--- config.mk ---
export PLATFORM = sky130hd
export DESIGN_NAME = two_class_fifo_pair_matcher
export DESIGN_NICKNAME = d
export VERILOG_FILES = /design/src/rtl/tcpm_pkg.sv /design/src/rtl/two_class_fifo_pair_matcher.sv /design/src/rtl/tcpm_store.sv
export SDC_FILE = /design/constraint.sdc
export NUM_CORES = 1
export LEC_CHECK = 0
export ABC_AREA = 0
export BUFFER_PORTS_ARGS = -buffer_cell sky130_fd_sc_hd__buf_2
export CAP_MARGIN = 0
export CORE_UTILIZATION = 60
export CTS_CLUSTER_SIZE = 14
export DETAILED_ROUTE_END_ITERATION = 12
export PLACE_DENSITY = 0.76
export SETUP_SLACK_MARGIN = 0.5
export SYNTH_ARGS = -nofsm -noshare
export SYNTH_HDL_FRONTEND = slang
export SYNTH_SLANG_ARGS = --single-unit
--- constraint.sdc ---
create_clock -name i_clk -period 8.4 [get_ports i_clk]
set_clock_uncertainty 0.15 [all_clocks]
set_input_delay 1.68 -clock i_clk [delete_from_list [all_inputs] [get_ports i_clk]]
set_output_delay 1.68 -clock i_clk [all_outputs]
set_load 0.005 [all_outputs]
--- src/rtl/tcpm_pkg.sv ---
package tcpm_pkg;

    localparam int QUEUE_DEPTH_DEF = 16;
    localparam int MAX_RESULTS     = 16;
    localparam int RUN_W           = $clog2(MAX_RESULTS);

    localparam logic [7:0] THRESHOLD_RESET = 8'd60;

    localparam logic CMD_PRESENT = 1'b0;
    localparam logic CMD_FLUSH   = 1'b1;

    localparam logic [1:0] KIND_PAIR     = 2'd0;
    localparam logic [1:0] KIND_UNP_HIGH = 2'd1;
    localparam logic [1:0] KIND_UNP_LOW  = 2'd2;
    localparam logic [1:0] KIND_DROPPED  = 2'd3;

    typedef struct packed {
        logic        cmd;
        logic [15:0] item_id;
        logic [7:0]  score;
    } t_in;

    typedef struct packed {
        logic [15:0] high_id;
        logic [15:0] low_id;
        logic [1:0]  kind;
        logic        last;
    } t_res;

    typedef enum logic [1:0] {
        ST_IDLE,
        ST_PAIR,
        ST_FLUSH
    } t_state;

    typedef struct packed {
        logic        push;
        logic        pop;
        logic [15:0] wr_id;
        logic        wr_high;
    } t_q_ctrl;

    typedef struct packed {
        logic empty;
        logic full;
        logic wait_high;
    } t_q_stat;

endpackage

--- src/rtl/two_class_fifo_pair_matcher.sv ---
// A pair reaches o_res via ST_PAIR; a drop shows on o_res in the cycle after start.
// A queued item gives no result; busy stays low, so the next item may start at once.
// One present item per cycle when queued; a paired item keeps busy high in ST_PAIR.
// A flush of N waiting items emits one result per cycle from the FIFO memory.
// Synchronous active-low reset empties the queue and sets the threshold to 60.
// The receiver cannot stall; o_res_valid marks each result for exactly one cycle.
module two_class_fifo_pair_matcher import tcpm_pkg::*; #(
    parameter int QUEUE_DEPTH = QUEUE_DEPTH_DEF
) (
    input  logic       i_clk,
    input  logic       i_rst_n,
    input  logic       start,
    input  t_in        i_in,
    output logic       busy,
    output logic       o_res_valid,
    output t_res       o_res,
    input  logic       i_cfg_valid,
    output logic       o_cfg_ready,
    input  logic [7:0] i_cfg_data
);

    t_state           r_state, n_state;
    logic [7:0]       r_thresh;
    logic [15:0]      r_cur_id, n_cur_id;
    logic             r_cur_high, n_cur_high;
    logic [RUN_W-1:0] r_run, n_run;
    logic             r_out_valid, n_out_valid;
    t_res             r_out, n_out;

    t_q_ctrl     q_ctrl;
    t_q_stat     q_stat;
    logic [15:0] q_rd_id;

    logic accept;
    logic in_high;
    logic flush_fin;

    tcpm_store #(
        .DEPTH(QUEUE_DEPTH)
    ) u_store (
        .i_clk  (i_clk),
        .i_rst_n(i_rst_n),
        .i_ctrl (q_ctrl),
        .o_stat (q_stat),
        .o_rd_id(q_rd_id)
    );

    assign busy        = (r_state != ST_IDLE);
    assign accept      = start && !busy;
    assign in_high     = (i_in.score >= r_thresh);
    assign o_cfg_ready = 1'b1;
    assign o_res_valid = r_out_valid;
    assign o_res       = r_out;

    // The entry shown by the store was popped last cycle; the run ends when the
    // queue is now empty or the per-flush limit is reached.
    assign flush_fin = q_stat.empty || (r_run == RUN_W'(MAX_RESULTS - 1));

    always_comb begin
        n_state = r_state;
        case (r_state)
            ST_IDLE: begin
                if (accept) begin
                    if (i_in.cmd == CMD_FLUSH) begin
                        n_state = q_stat.empty ? ST_IDLE : ST_FLUSH;
                    end else if (!q_stat.empty && (q_stat.wait_high != in_high)) begin
                        n_state = ST_PAIR;
                    end
                end
            end
            ST_PAIR: begin
                n_state = ST_IDLE;
            end
            ST_FLUSH: begin
                if (flush_fin) begin
                    n_state = ST_IDLE;
                end
            end
            default: begin
                n_state = ST_IDLE;
            end
        endcase
    end

    always_comb begin
        q_ctrl      = '0;
        q_ctrl.wr_id   = i_in.item_id;
        q_ctrl.wr_high = in_high;
        n_cur_id    = r_cur_id;
        n_cur_high  = r_cur_high;
        n_run       = r_run;
        n_out_valid = 1'b0;
        n_out       = r_out;
        case (r_state)
            ST_IDLE: begin
                if (accept) begin
                    n_cur_id   = i_in.item_id;
                    n_cur_high = in_high;
                    n_run      = '0;
                    if (i_in.cmd == CMD_FLUSH) begin
                        q_ctrl.pop = !q_stat.empty;
                    end else if (!q_stat.empty && (q_stat.wait_high != in_high)) begin
                        q_ctrl.pop = 1'b1;
                    end else if (!q_stat.full) begin
                        q_ctrl.push = 1'b1;
                    end else begin
                        n_out_valid  = 1'b1;
                        n_out.kind   = KIND_DROPPED;
                        n_out.last   = 1'b1;
                        n_out.high_id = in_high ? i_in.item_id : '0;
                        n_out.low_id  = in_high ? '0 : i_in.item_id;
                    end
                end
            end
            ST_PAIR: begin
                n_out_valid   = 1'b1;
                n_out.kind    = KIND_PAIR;
                n_out.last    = 1'b1;
                n_out.high_id = r_cur_high ? r_cur_id : q_rd_id;
                n_out.low_id  = r_cur_high ? q_rd_id : r_cur_id;
            end
            ST_FLUSH: begin
                n_out_valid   = 1'b1;
                n_out.kind    = q_stat.wait_high ? KIND_UNP_HIGH : KIND_UNP_LOW;
                n_out.last    = flush_fin;
                n_out.high_id = q_stat.wait_high ? q_rd_id : '0;
                n_out.low_id  = q_stat.wait_high ? '0 : q_rd_id;
                if (!flush_fin) begin
                    q_ctrl.pop = 1'b1;
                    n_run      = r_run + 1'b1;
                end
            end
            default: begin
                n_out_valid = 1'b0;
            end
        endcase
    end

    always_ff @(posedge i_clk) begin
        if (!i_rst_n) begin
            r_state     <= ST_IDLE;
            r_thresh    <= THRESHOLD_RESET;
            r_run       <= '0;
            r_out_valid <= 1'b0;
        end else begin
            r_state     <= n_state;
            r_run       <= n_run;
            r_out_valid <= n_out_valid;
            if (i_cfg_valid && o_cfg_ready) begin
                r_thresh <= i_cfg_data;
            end
        end
    end

    always_ff @(posedge i_clk) begin
        r_cur_id   <= n_cur_id;
        r_cur_high <= n_cur_high;
        r_out      <= n_out;
    end

endmodule

--- src/rtl/tcpm_store.sv ---
module tcpm_store import tcpm_pkg::*; #(
    parameter int DEPTH = QUEUE_DEPTH_DEF
) (
    input  logic        i_clk,
    input  logic        i_rst_n,
    input  t_q_ctrl     i_ctrl,
    output t_q_stat     o_stat,
    output logic [15:0] o_rd_id
);

    localparam int PTR_W = (DEPTH > 1) ? $clog2(DEPTH) : 1;
    localparam int CNT_W = $clog2(DEPTH + 1);

    logic [15:0]      r_mem [DEPTH];
    logic [15:0]      r_rd_data;
    logic [PTR_W-1:0] r_rd_ptr, n_rd_ptr;
    logic [PTR_W-1:0] r_wr_ptr, n_wr_ptr;
    logic [CNT_W-1:0] r_count, n_count;
    logic             r_wait_high, n_wait_high;

    function automatic logic [PTR_W-1:0] ptr_inc(input logic [PTR_W-1:0] p);
        return (p == PTR_W'(DEPTH - 1)) ? '0 : p + 1'b1;
    endfunction

    always_comb begin
        n_rd_ptr    = r_rd_ptr;
        n_wr_ptr    = r_wr_ptr;
        n_count     = r_count;
        n_wait_high = r_wait_high;
        if (i_ctrl.push) begin
            n_wr_ptr    = ptr_inc(r_wr_ptr);
            n_count     = r_count + 1'b1;
            n_wait_high = i_ctrl.wr_high;
        end else if (i_ctrl.pop) begin
            n_rd_ptr = ptr_inc(r_rd_ptr);
            n_count  = r_count - 1'b1;
        end
    end

    always_ff @(posedge i_clk) begin
        if (!i_rst_n) begin
            r_rd_ptr    <= '0;
            r_wr_ptr    <= '0;
            r_count     <= '0;
            r_wait_high <= 1'b0;
        end else begin
            r_rd_ptr    <= n_rd_ptr;
            r_wr_ptr    <= n_wr_ptr;
            r_count     <= n_count;
            r_wait_high <= n_wait_high;
        end
    end

    // Single-port storage: the controller never pushes and pops in one cycle.
    always_ff @(posedge i_clk) begin
        if (i_ctrl.push) begin
            r_mem[r_wr_ptr] <= i_ctrl.wr_id;
        end
        if (i_ctrl.pop) begin
            r_rd_data <= r_mem[r_rd_ptr];
        end
    end

    assign o_stat.empty     = (r_count == '0);
    assign o_stat.full      = (r_count == CNT_W'(DEPTH));
    assign o_stat.wait_high = r_wait_high;
    assign o_rd_id          = r_rd_data;

endmodule

Yosys cells after proc, flatten, opt, wreduce, memory -nomap -nowiden. Memory sizes are Yosys's and may differ from the RTL's. A register that Yosys moved wholly into a read port is not among the register bits. Cells that the tools add are included.

Register bits: 81. Memory bits (writable): 256. Bits of input ports: 37. Memories kept: 1.

Add/sub/neg operators: 5. $lt $le $gt $ge: 1. Equality and inequality tests: 14. Multiplexer cells: 41. Bitwise logic cells: 1. Reductions and logical operators: 17.

Memories: u_store.r_mem (words 16, bits a word 16, rd ports 1, clocked after memory_dff 1, wr ports 1, line tcpm_store.sv:14) `logic [15:0] r_mem [DEPTH];`.

Operators with widths (number): $mux 35 (4); $pmux 35 s3 (1); $mux 16 (6); $mux 4 (4); $mux 2 (7); $mux 1 (13); $add 4x1->4 const B (3); $eq 4x4->1 const B (3); $ne 2x2->1 const B (6); $mux 5 (2); $ge 8x8->1 (1); $pmux 4 s2 (1); $reduce_and 3->1 (2); $reduce_bool 2->1 (3); $add 5x1->5 const B (1); $eq 5x5->1 const B (1); $logic_not 5->1 (1); $reduce_and 5->1 (1); $sub 5x1->5 const B (1); $pmux 1 s2 (2); $pmux 2 s2 (1); $reduce_and 2->1 (2); $ne 3x3->1 const B (1); $reduce_bool 3->1 (1); other kinds (9) (11).

Longest topological paths before layout. Gate-level depths: netlist of the first run.

Depth in word-level cells: 9. Depth in mapped cells: 14.

Modules after synthesis. Synthesis of the first run repeated with hierarchy kept, for this count alone.

Cell total of the unflattened synthesis: 852. Area, all modules: 14380.0 sq um.

Modules (own cells, without submodules): tcpm_store (times used 1, cells an instance 519, area an instance 10951.8 sq um, sequential area each 8448.1 sq um); two_class_fifo_pair_matcher (times used 1, cells an instance 333, area an instance 3428.3 sq um, sequential area each 1861.8 sq um).

Least setup slack after synthesis of the first run. OpenSTA, ideal clock, no wires.

Path kind: input -> register. From: in i_in[0] (netlist name). To: reg r_out, in the netlist o_res[0] (enable). Data arrival time: 4.955 ns. Data required time: 7.811 ns. Setup slack: 2.856 ns. Cell stages on the path: 9. Cells stage by stage: inv_1 ha_1 nand2b_1 a2111o_1 a31oi_4 xnor2_4 nor2_1 nand4_1 a21oi_1.

Word-level cells in the longest chain between the ends: 5.

RTL lines: start, declared (line two_class_fifo_pair_matcher.sv:13) `input t_in i_in,`; $ge 8x8->1 (line two_class_fifo_pair_matcher.sv:50) `assign in_high = (i_in.score >= r_thresh);`; $ne 1x1->1 (line two_class_fifo_pair_matcher.sv:102) `end else if (!q_stat.empty && (q_stat.wait_high != in_high)) begin`; $logic_and 1x1->1 (line two_class_fifo_pair_matcher.sv:102); $ne 2x2->1 (no source line); $reduce_and 5->1 (no source line); end signal, assigned (line two_class_fifo_pair_matcher.sv:158) `r_out <= n_out;`; end, declared (line two_class_fifo_pair_matcher.sv:28) `t_res r_out, n_out;`.

No other way between the ends. A chain may end at the register's enable or synchronous reset.

Final worst setup path of the first run.
From: in i_in[0] (netlist name). To: reg u_store.r_count[4].

Word-level cells in the longest chain between the ends: 8. Elaborated cells between the ends (all ways): 12.

RTL lines: $ge 8x8->1 * (line two_class_fifo_pair_matcher.sv:50); $ne 1x1->1 * (line two_class_fifo_pair_matcher.sv:102); $logic_and 1x1->1 * (line two_class_fifo_pair_matcher.sv:102); $mux 1 (line two_class_fifo_pair_matcher.sv:102); $mux 1 (line two_class_fifo_pair_matcher.sv:100) `if (i_in.cmd == CMD_FLUSH) begin`; $mux 2 * (line two_class_fifo_pair_matcher.sv:96) `if (accept) begin`; $pmux 1 s2 / $mux 1 (equally long branches) (line two_class_fifo_pair_matcher.sv:94) `case (r_state)`; $reduce_bool 2->1 (no source line) / $mux 5 (equally long branches); end signal, assigned (line tcpm_store.sv:49) `r_count <= n_count;`; end, declared (line tcpm_store.sv:18) `logic [CNT_W-1:0] r_count, n_count;`.

Mark *: on every way between the ends. The rest lies on a longest branch, timed or not.

==> results of run 1 <==
-- sequential cells by signal (all words and copies together) (netlist names) --
signal	count
u_store.o_rd_id	16
r_thresh	8
o_res	35
r_cur_id	16
u_store.r_mem	256
r_run	4
r_state	2
o_res_valid	1
r_cur_high	1
u_store.r_wr_ptr	4
u_store.r_wait_high	1
u_store.r_count	5
u_store.r_rd_ptr	4
-- report_power, final --
group          total, mW  switching [mW]  internal (mW)
Combinational       1.07           0.592          0.478
Clock               1.52           0.662          0.860
Sequential          2.27           0.124           2.15
Total               4.86            1.38           3.48
-- per-layer routing --
metal  up-vias  wire length (µm)
li1       3399                 -
met1      4023             12500
met5         -                 0
met4         0               710
met3        56              2360
met2       406             15600
-- cells in the mapped netlist (9+ instances only) --
| master | instances |
|---|---|
| a21oi_1 | 15 |
| a22o_1 | 33 |
| buf_1 | 9 |
| clkbuf_1 | 31 |
| dfxtp_1 | 29 |
| edfxtp_1 | 324 |
| ha_1 | 21 |
| inv_1 | 20 |
| mux4_2 | 80 |
| nand2_1 | 86 |
| nor2_1 | 36 |
| o211ai_1 | 20 |
| o21ai_0 | 25 |
-- area by class of cell --
type                       count  area, µm²
clock buffer                  52       1020
clock inverter                16        103
timing repair buffer          94        523
inverter                      20       75.1
fill                        1437       7210
tap                          319        399
sequential                   353      10300
multi-input combinational    390       3830
-- cells by family after synthesis --
family,synth area share
DFF,0.718
and+or+nand+nor,0.0451
AOI/OAI and AO/OA,0.0626
muxes,0.130
buffers and inverters,0.0183
adders and majority gates,0.0197
xor gates and xnor gates,0.00618
other,0.000261
-- through the flow --
| stage | hold WS (ns) | area, µm² | power (mW) |
|---|---|---|---|
| 3_3_place_gp | 0.324 | 15100 | 3.30 |
| 6_report | 0.341 | 16300 | 4.86 |
| 4_1_cts | 0.346 | 16300 | 4.88 |
| 5_1_grt | 0.381 | 16300 | 5.05 |
| 2_1_floorplan | 0.309 | 14400 | 3.04 |
| 3_5_place_dp | 0.337 | 15100 | 3.36 |
-- worst paths after layout --
kind	from	endpoint	slack (ns)	depth (start not counted)
hold reg to reg	r_thresh[5]	r_thresh[5]	0.34	2
hold / removal	r_thresh[5]	r_thresh[5]	0.34	2
setup reg to reg	r_thresh[0]	u_store.r_count[4]	4.23	13
setup / recovery	i_in[0]	u_store.r_count[4]	3.25	15
-- worst max-delay path: cells and delay by family --
kind / cells / cell delay (ns)
compound gates: 7 / 2.10
fa+ha+maj: 2 / 0.75
simple gates: 2 / 0.30
buf+inv: 3 / 0.30
xor+xnor: 1 / 0.24
-- placed cells by master, fill, tap and decap left out, drive strengths merged, types with 13 or more instances in the layout --
cell type,Yosys,routed
nor2,36,36
nand2,86,86
inv,20,21
o211ai,20,20
clkinv,0,13
ha,21,21
buf,16,94
a21oi,16,16
edfxtp,324,324
o21ai,27,27
clkbuf,31,52
dfxtp,29,29
a22o,33,33
mux4,80,80
==> impl_metrics.toml, run 1 <==
[clocking]
cts_root_buf = "clkbuf_16"
clkTransAtPathRegs_ns = 0.06
cts_tree = "done"
hold_buffers = 0
clk_latency_ns = 0.54
numCtsBuffers = 37
cts_setup_buffers = 0
clock_path_buffers = 3
cts.sinks = 353
ctsResizeCount = 0
htree_num_levels = 2

[timing]
drv_slew = 0
fin_ws_ns = 3.25
final-hold-violation-count = 0
rsz0062_at_grt = "false"
worstMarginPinSlew_ns = 1.34
min_period_over_period = 0.613
setup_violations = 0
fin_crit_ns = 5.15
fmax_mhz = 194
fin_setup_tns_ns = 0
relSlewSlack = 0.0999

[route]
routed_wl_um = 31100
drt_iter0_markers = 881
viasPerCell = 6.34
vias = 7884
wl_per_cell_um = 25.0
drc = 0
first_pass_iters = 5
antenna_left = 0

[setup_path]
required_ns = 8.64
cp-start-kind = "input pin"
cp.arrival_ns = 5.39
crit_fanout = 20
crit_path_end_kind = "register"
cpPeakStageDelay_ns = 0.62
crit_slowest_cell = "a31oi_4"
timing_worst_setup_path_type = "input pin to register"
worstPathCellList = "buf_2 -> inv_1 -> ha_1 -> nand2b_1 -> a2111o_1 -> a31oi_4 -> xnor2_4 -> a21oi_4 -> inv_1 -> fa_1 -> a21o_1 -> a21oi_1 -> o311a_1 -> o21ai_1 -> nor3b_2"
cpMostUsedCell = "inv_1"

[status]
status = "complete, no violations"

[floorplanning]
chipHeight_um = 157
die_x_um = 157
start_util = 0.612
core_mm2 = 0.0235
rows = 56
pin_count = 75
die-area_mm2 = 0.0246

[global_routing]
grt_use_met2 = 0.438
grt_use_total = 0.264
antenna_found_initial = 0
grt_pass1_vias = 7769
met1_usage = 0.361
grt_overflow = 0
top_usage_layer = "met2"
grt_pass1_wl_um = 46800
use_met3 = 0.0424
grt_max_degree = 68

[logic_synthesis]
synth_area_leaders = "edfxtp_1 (68%), mux4_2 (13%), dfxtp_1 (4.0%), nand2_1 (2.2%), a22o_1 (2.0%)"
syn-num-nets = 869
synth_enable_flop_cells = 324
synth_top_cell_by_area = "edfxtp_1"
yosysWarnings = 0
ys_ff_latch = 353
synth_cells = 810
synth_cell_types = 50
netlist_area_mm2 = 0.0144
ys.flop_type = "edfxtp_1"
seq_area_frac_synth = 0.718
synth.top_cell.area_share = 0.677
ys_async_sr_fraction = 0
postSynthAreaPerCell_um2 = 17.7

[layout]
area_growth_pct = 13.2
nNetsFinal = 955
n_antenna_cell = 0
final_util = 0.693
layout-drive-gt1-share = 0.255
fin_cells = 1244

[place]
dp.cells = 1176
gp_congestion = 0.864
place_ws_ns = 2.68
portBuffers = 73
post-dp-hpwl_um = 18500

[run]
drv_cap = 0

[hold_path]
hold_path_class = "register to register"

[pwr]
max-vdd-ir-drop_mv = 0.140
power_density_mw_per_mm2 = 299
p_leak_nw = 5.43
(Power assumes the default switching activity.)
==> run 2, diff against run 1 <==
--- a/config.mk
+++ b/config.mk
@@ -5,7 +5,7 @@
 export SDC_FILE = /design/constraint.sdc
 export NUM_CORES = 1
 export LEC_CHECK = 0
-export ABC_AREA = 0
+export ABC_AREA = 1
 export BUFFER_PORTS_ARGS = -buffer_cell sky130_fd_sc_hd__buf_2
 export CAP_MARGIN = 0
 export CORE_UTILIZATION = 60
==> constraint.sdc (replaced) <==
create_clock -name i_clk -period 5.4 [get_ports i_clk]
set_clock_uncertainty 0.15 [all_clocks]
set_input_delay 1.08 -clock i_clk [delete_from_list [all_inputs] [get_ports i_clk]]
set_output_delay 1.08 -clock i_clk [all_outputs]
set_load 0.005 [all_outputs]
==> run 2 against run 1 <==
Compared with the run above:
- combinational power grew 82%
- hold slack lost 0.022 ns
- clock power is 53% higher
- global-route usage up 1.5 points
- sequential cell count is the same
- sequential share of layout area is 0.80 points lower
- non-clock buffer count up 7
- power up 60%
- largest power group unchanged
==> impl_metrics.toml, run 2 <==
[status]
status = "complete, no violations"

[setup_path]
reg2reg_slack_ns = 1.89
cp.arrival_ns = 3.52
crit_slowest_cell = "nor2_2"
timing_worst_setup_path_type = "input pin to register"
worstPathCellList = "buf_2 -> ha_1 -> a21o_1 -> nor2_1 -> nand3_1 -> buf_4 -> nand2_1 -> nand2_2 -> nand2_2 -> nand2_8 -> inv_4 -> nand2_1 -> nor2_2"
r2r_start = "u_store.r_rd_ptr[0]"
crit_path_end_kind = "register"
cpPeakStageDelay_ns = 0.75
cp-start-kind = "input pin"
crit_fanout = 20
cp_top_family = "simple AND/OR/NAND/NOR gates"
endpoint = "u_store.r_mem[0][9]"
required_ns = 5.39
reg2reg_depth = 6
worst-path-buf-inv = 3
critical_path_depth = 13
r2r-end = "u_store.o_rd_id[0]"
critPathLaunch = "i_in[7]"

[clocking]
clk_latency_ns = 0.52
cts_root_buf = "clkbuf_16"
numCtsBuffers = 35
ctsResizeCount = 0
hold_buffers = 0
cts_tree = "done"
clkTransAtPathRegs_ns = 0.06
htree_num_levels = 2
cts.sinks = 353
clock_path_buffers = 3
cts_setup_buffers = 0

[layout]
nFillCells = 1619
layout-drive-gt1-share = 0.144
largest_reg_flops = 256
n_antenna_cell = 0
fin_cells = 1618
final_util = 0.694
mostFrequentLayoutCells = "edfxtp_1 (324), o21ai_0 (190), nor2_1 (160), nand2_1 (113), buf_2 (73)"
top_register = "u_store.r_mem"
area_growth_pct = 12.4
fin_area_mm2 = 0.0165
final_common_cell = "edfxtp_1"
nNetsFinal = 1331

[timing]
fin_setup_tns_ns = 0
fmax_mhz = 284
setup_violations = 0
final-hold-violation-count = 0
fin_crit_ns = 3.53
min_period_over_period = 0.653
drv_slew = 0
worstMarginPinSlew_ns = 1.09
hold-worst-slack_ns = 0.319
fin_ws_ns = 1.87
relSlewSlack = 0.269
rsz0062_at_grt = "false"

[logic_synthesis]
ys_async_sr_fraction = 0
syn-num-nets = 1261
yosysMostFrequentCell = "edfxtp_1"
synth_cell_types = 45
synth_cells = 1202
synth_top_cell_by_area = "edfxtp_1"
yosysWarnings = 0
synth_area_leaders = "edfxtp_1 (66%), o21ai_0 (6.5%), nor2_1 (4.2%), dfxtp_1 (4.0%), nand2_1 (2.9%)"
synth.top_cell.area_share = 0.664
netlist_area_mm2 = 0.0147
postSynthAreaPerCell_um2 = 12.2
ys.flop_type = "edfxtp_1"
synth_enable_flop_cells = 324
ys_ff_latch = 353
ys_top_cells_by_count = "edfxtp_1 (324), o21ai_0 (190), nor2_1 (163)"
seq_area_frac_synth = 0.703

[place]
gp_congestion = 0.918
dpl_cell_area_mm2 = 0.0154
dp.cells = 1554
place_ws_ns = 1.34
portBuffers = 73
post-dp-hpwl_um = 20600

[global_routing]
antenna_found_initial = 0
grt_pass1_vias = 9049
grt_use_total = 0.279
grt_pass1_wl_um = 51200
grt_max_degree = 68
grt_overflow = 0

[pwr]
power_density_mw_per_mm2 = 472
power_mw = 7.77
max-vdd-ir-drop_mv = 0.360
p_leak_nw = 5.76

[hold_path]
hold_depth = 2
hold_path_class = "register to register"

[floorplanning]
chipHeight_um = 158
start_util = 0.617
die_x_um = 158
die-area_mm2 = 0.0251
pin_count = 75
rows = 56
core_mm2 = 0.0238

[route]
wl_per_cell_um = 20.9
drt_iter0_markers = 1218
routed_wl_um = 33900
first_pass_iters = 6
drc = 0
vias = 9885
antenna_left = 0
viasPerCell = 6.11

[run]
drv_cap = 0
[run 2: cell count changes after synthesis, moves of 33 or more]
cell / before / now
a22o_1: 33 / 0
inv_1: 20 / 60
nor2_1: 36 / 163
mux4_2: 80 / 0
o21ai_0: 25 / 190
o22ai_1: 1 / 55
nand3_1: 6 / 50
[run 2: power breakdown]
group	switching [mW]	total (mW)	internal [mW]
Clock	0.979	2.32	1.34
Sequential	0.176	3.51	3.33
Combinational	1.37	1.95	0.574
[run 2: worst min-delay path: stages (launching register included)]
cell,delay [ns]
dfxtp_1,0.29
inv_1,0.06
o21ai_0,0.07
[run 2: final cells by class]
class                   count  area [µm²]  share of cell area
multi-input cells         712        3820               0.232
clock inverters            15         146             0.00889
inverters                  69         269              0.0163
repair buffers            101         576              0.0349
well taps                 319         399              0.0242
clock buffers              49         950              0.0576
flip-flops and latches    353       10300               0.626
[run 2: kinds of logic (layout without fill, tap and decap cells)]
logic type | Yosys count | after routing | share of synthesized area
simple gates | 354 | 354 | 0.106
compound gates | 331 | 331 | 0.131
other cells | 1 | 1 | 0.000256
buf+inv | 137 | 234 | 0.0377
xor+xnor | 4 | 4 | 0.00239
fa+ha+maj | 22 | 22 | 0.0193
flops | 353 | 353 | 0.703
[run 2: worst min path at each step]
stage / startpoint / end / slack (ns)
after floorplan: r_thresh[7] / r_thresh[7] / 0.28
final: r_thresh[5] / r_thresh[5] / 0.32
after global routing: r_thresh[5] / r_thresh[5] / 0.34
after detailed placement: r_thresh[5] / r_thresh[5] / 0.31
after CTS: r_thresh[5] / r_thresh[5] / 0.32
after global placement: r_thresh[3] / r_thresh[3] / 0.31
[run 2: metal layers]
layer	routed length (µm)	part of all wire	global-route usage
met2	15600	0.46	0.435
met5	0	0	0
met1	14000	0.41	0.393
met4	1040	0.031	0.105
met3	3180	0.094	0.0523
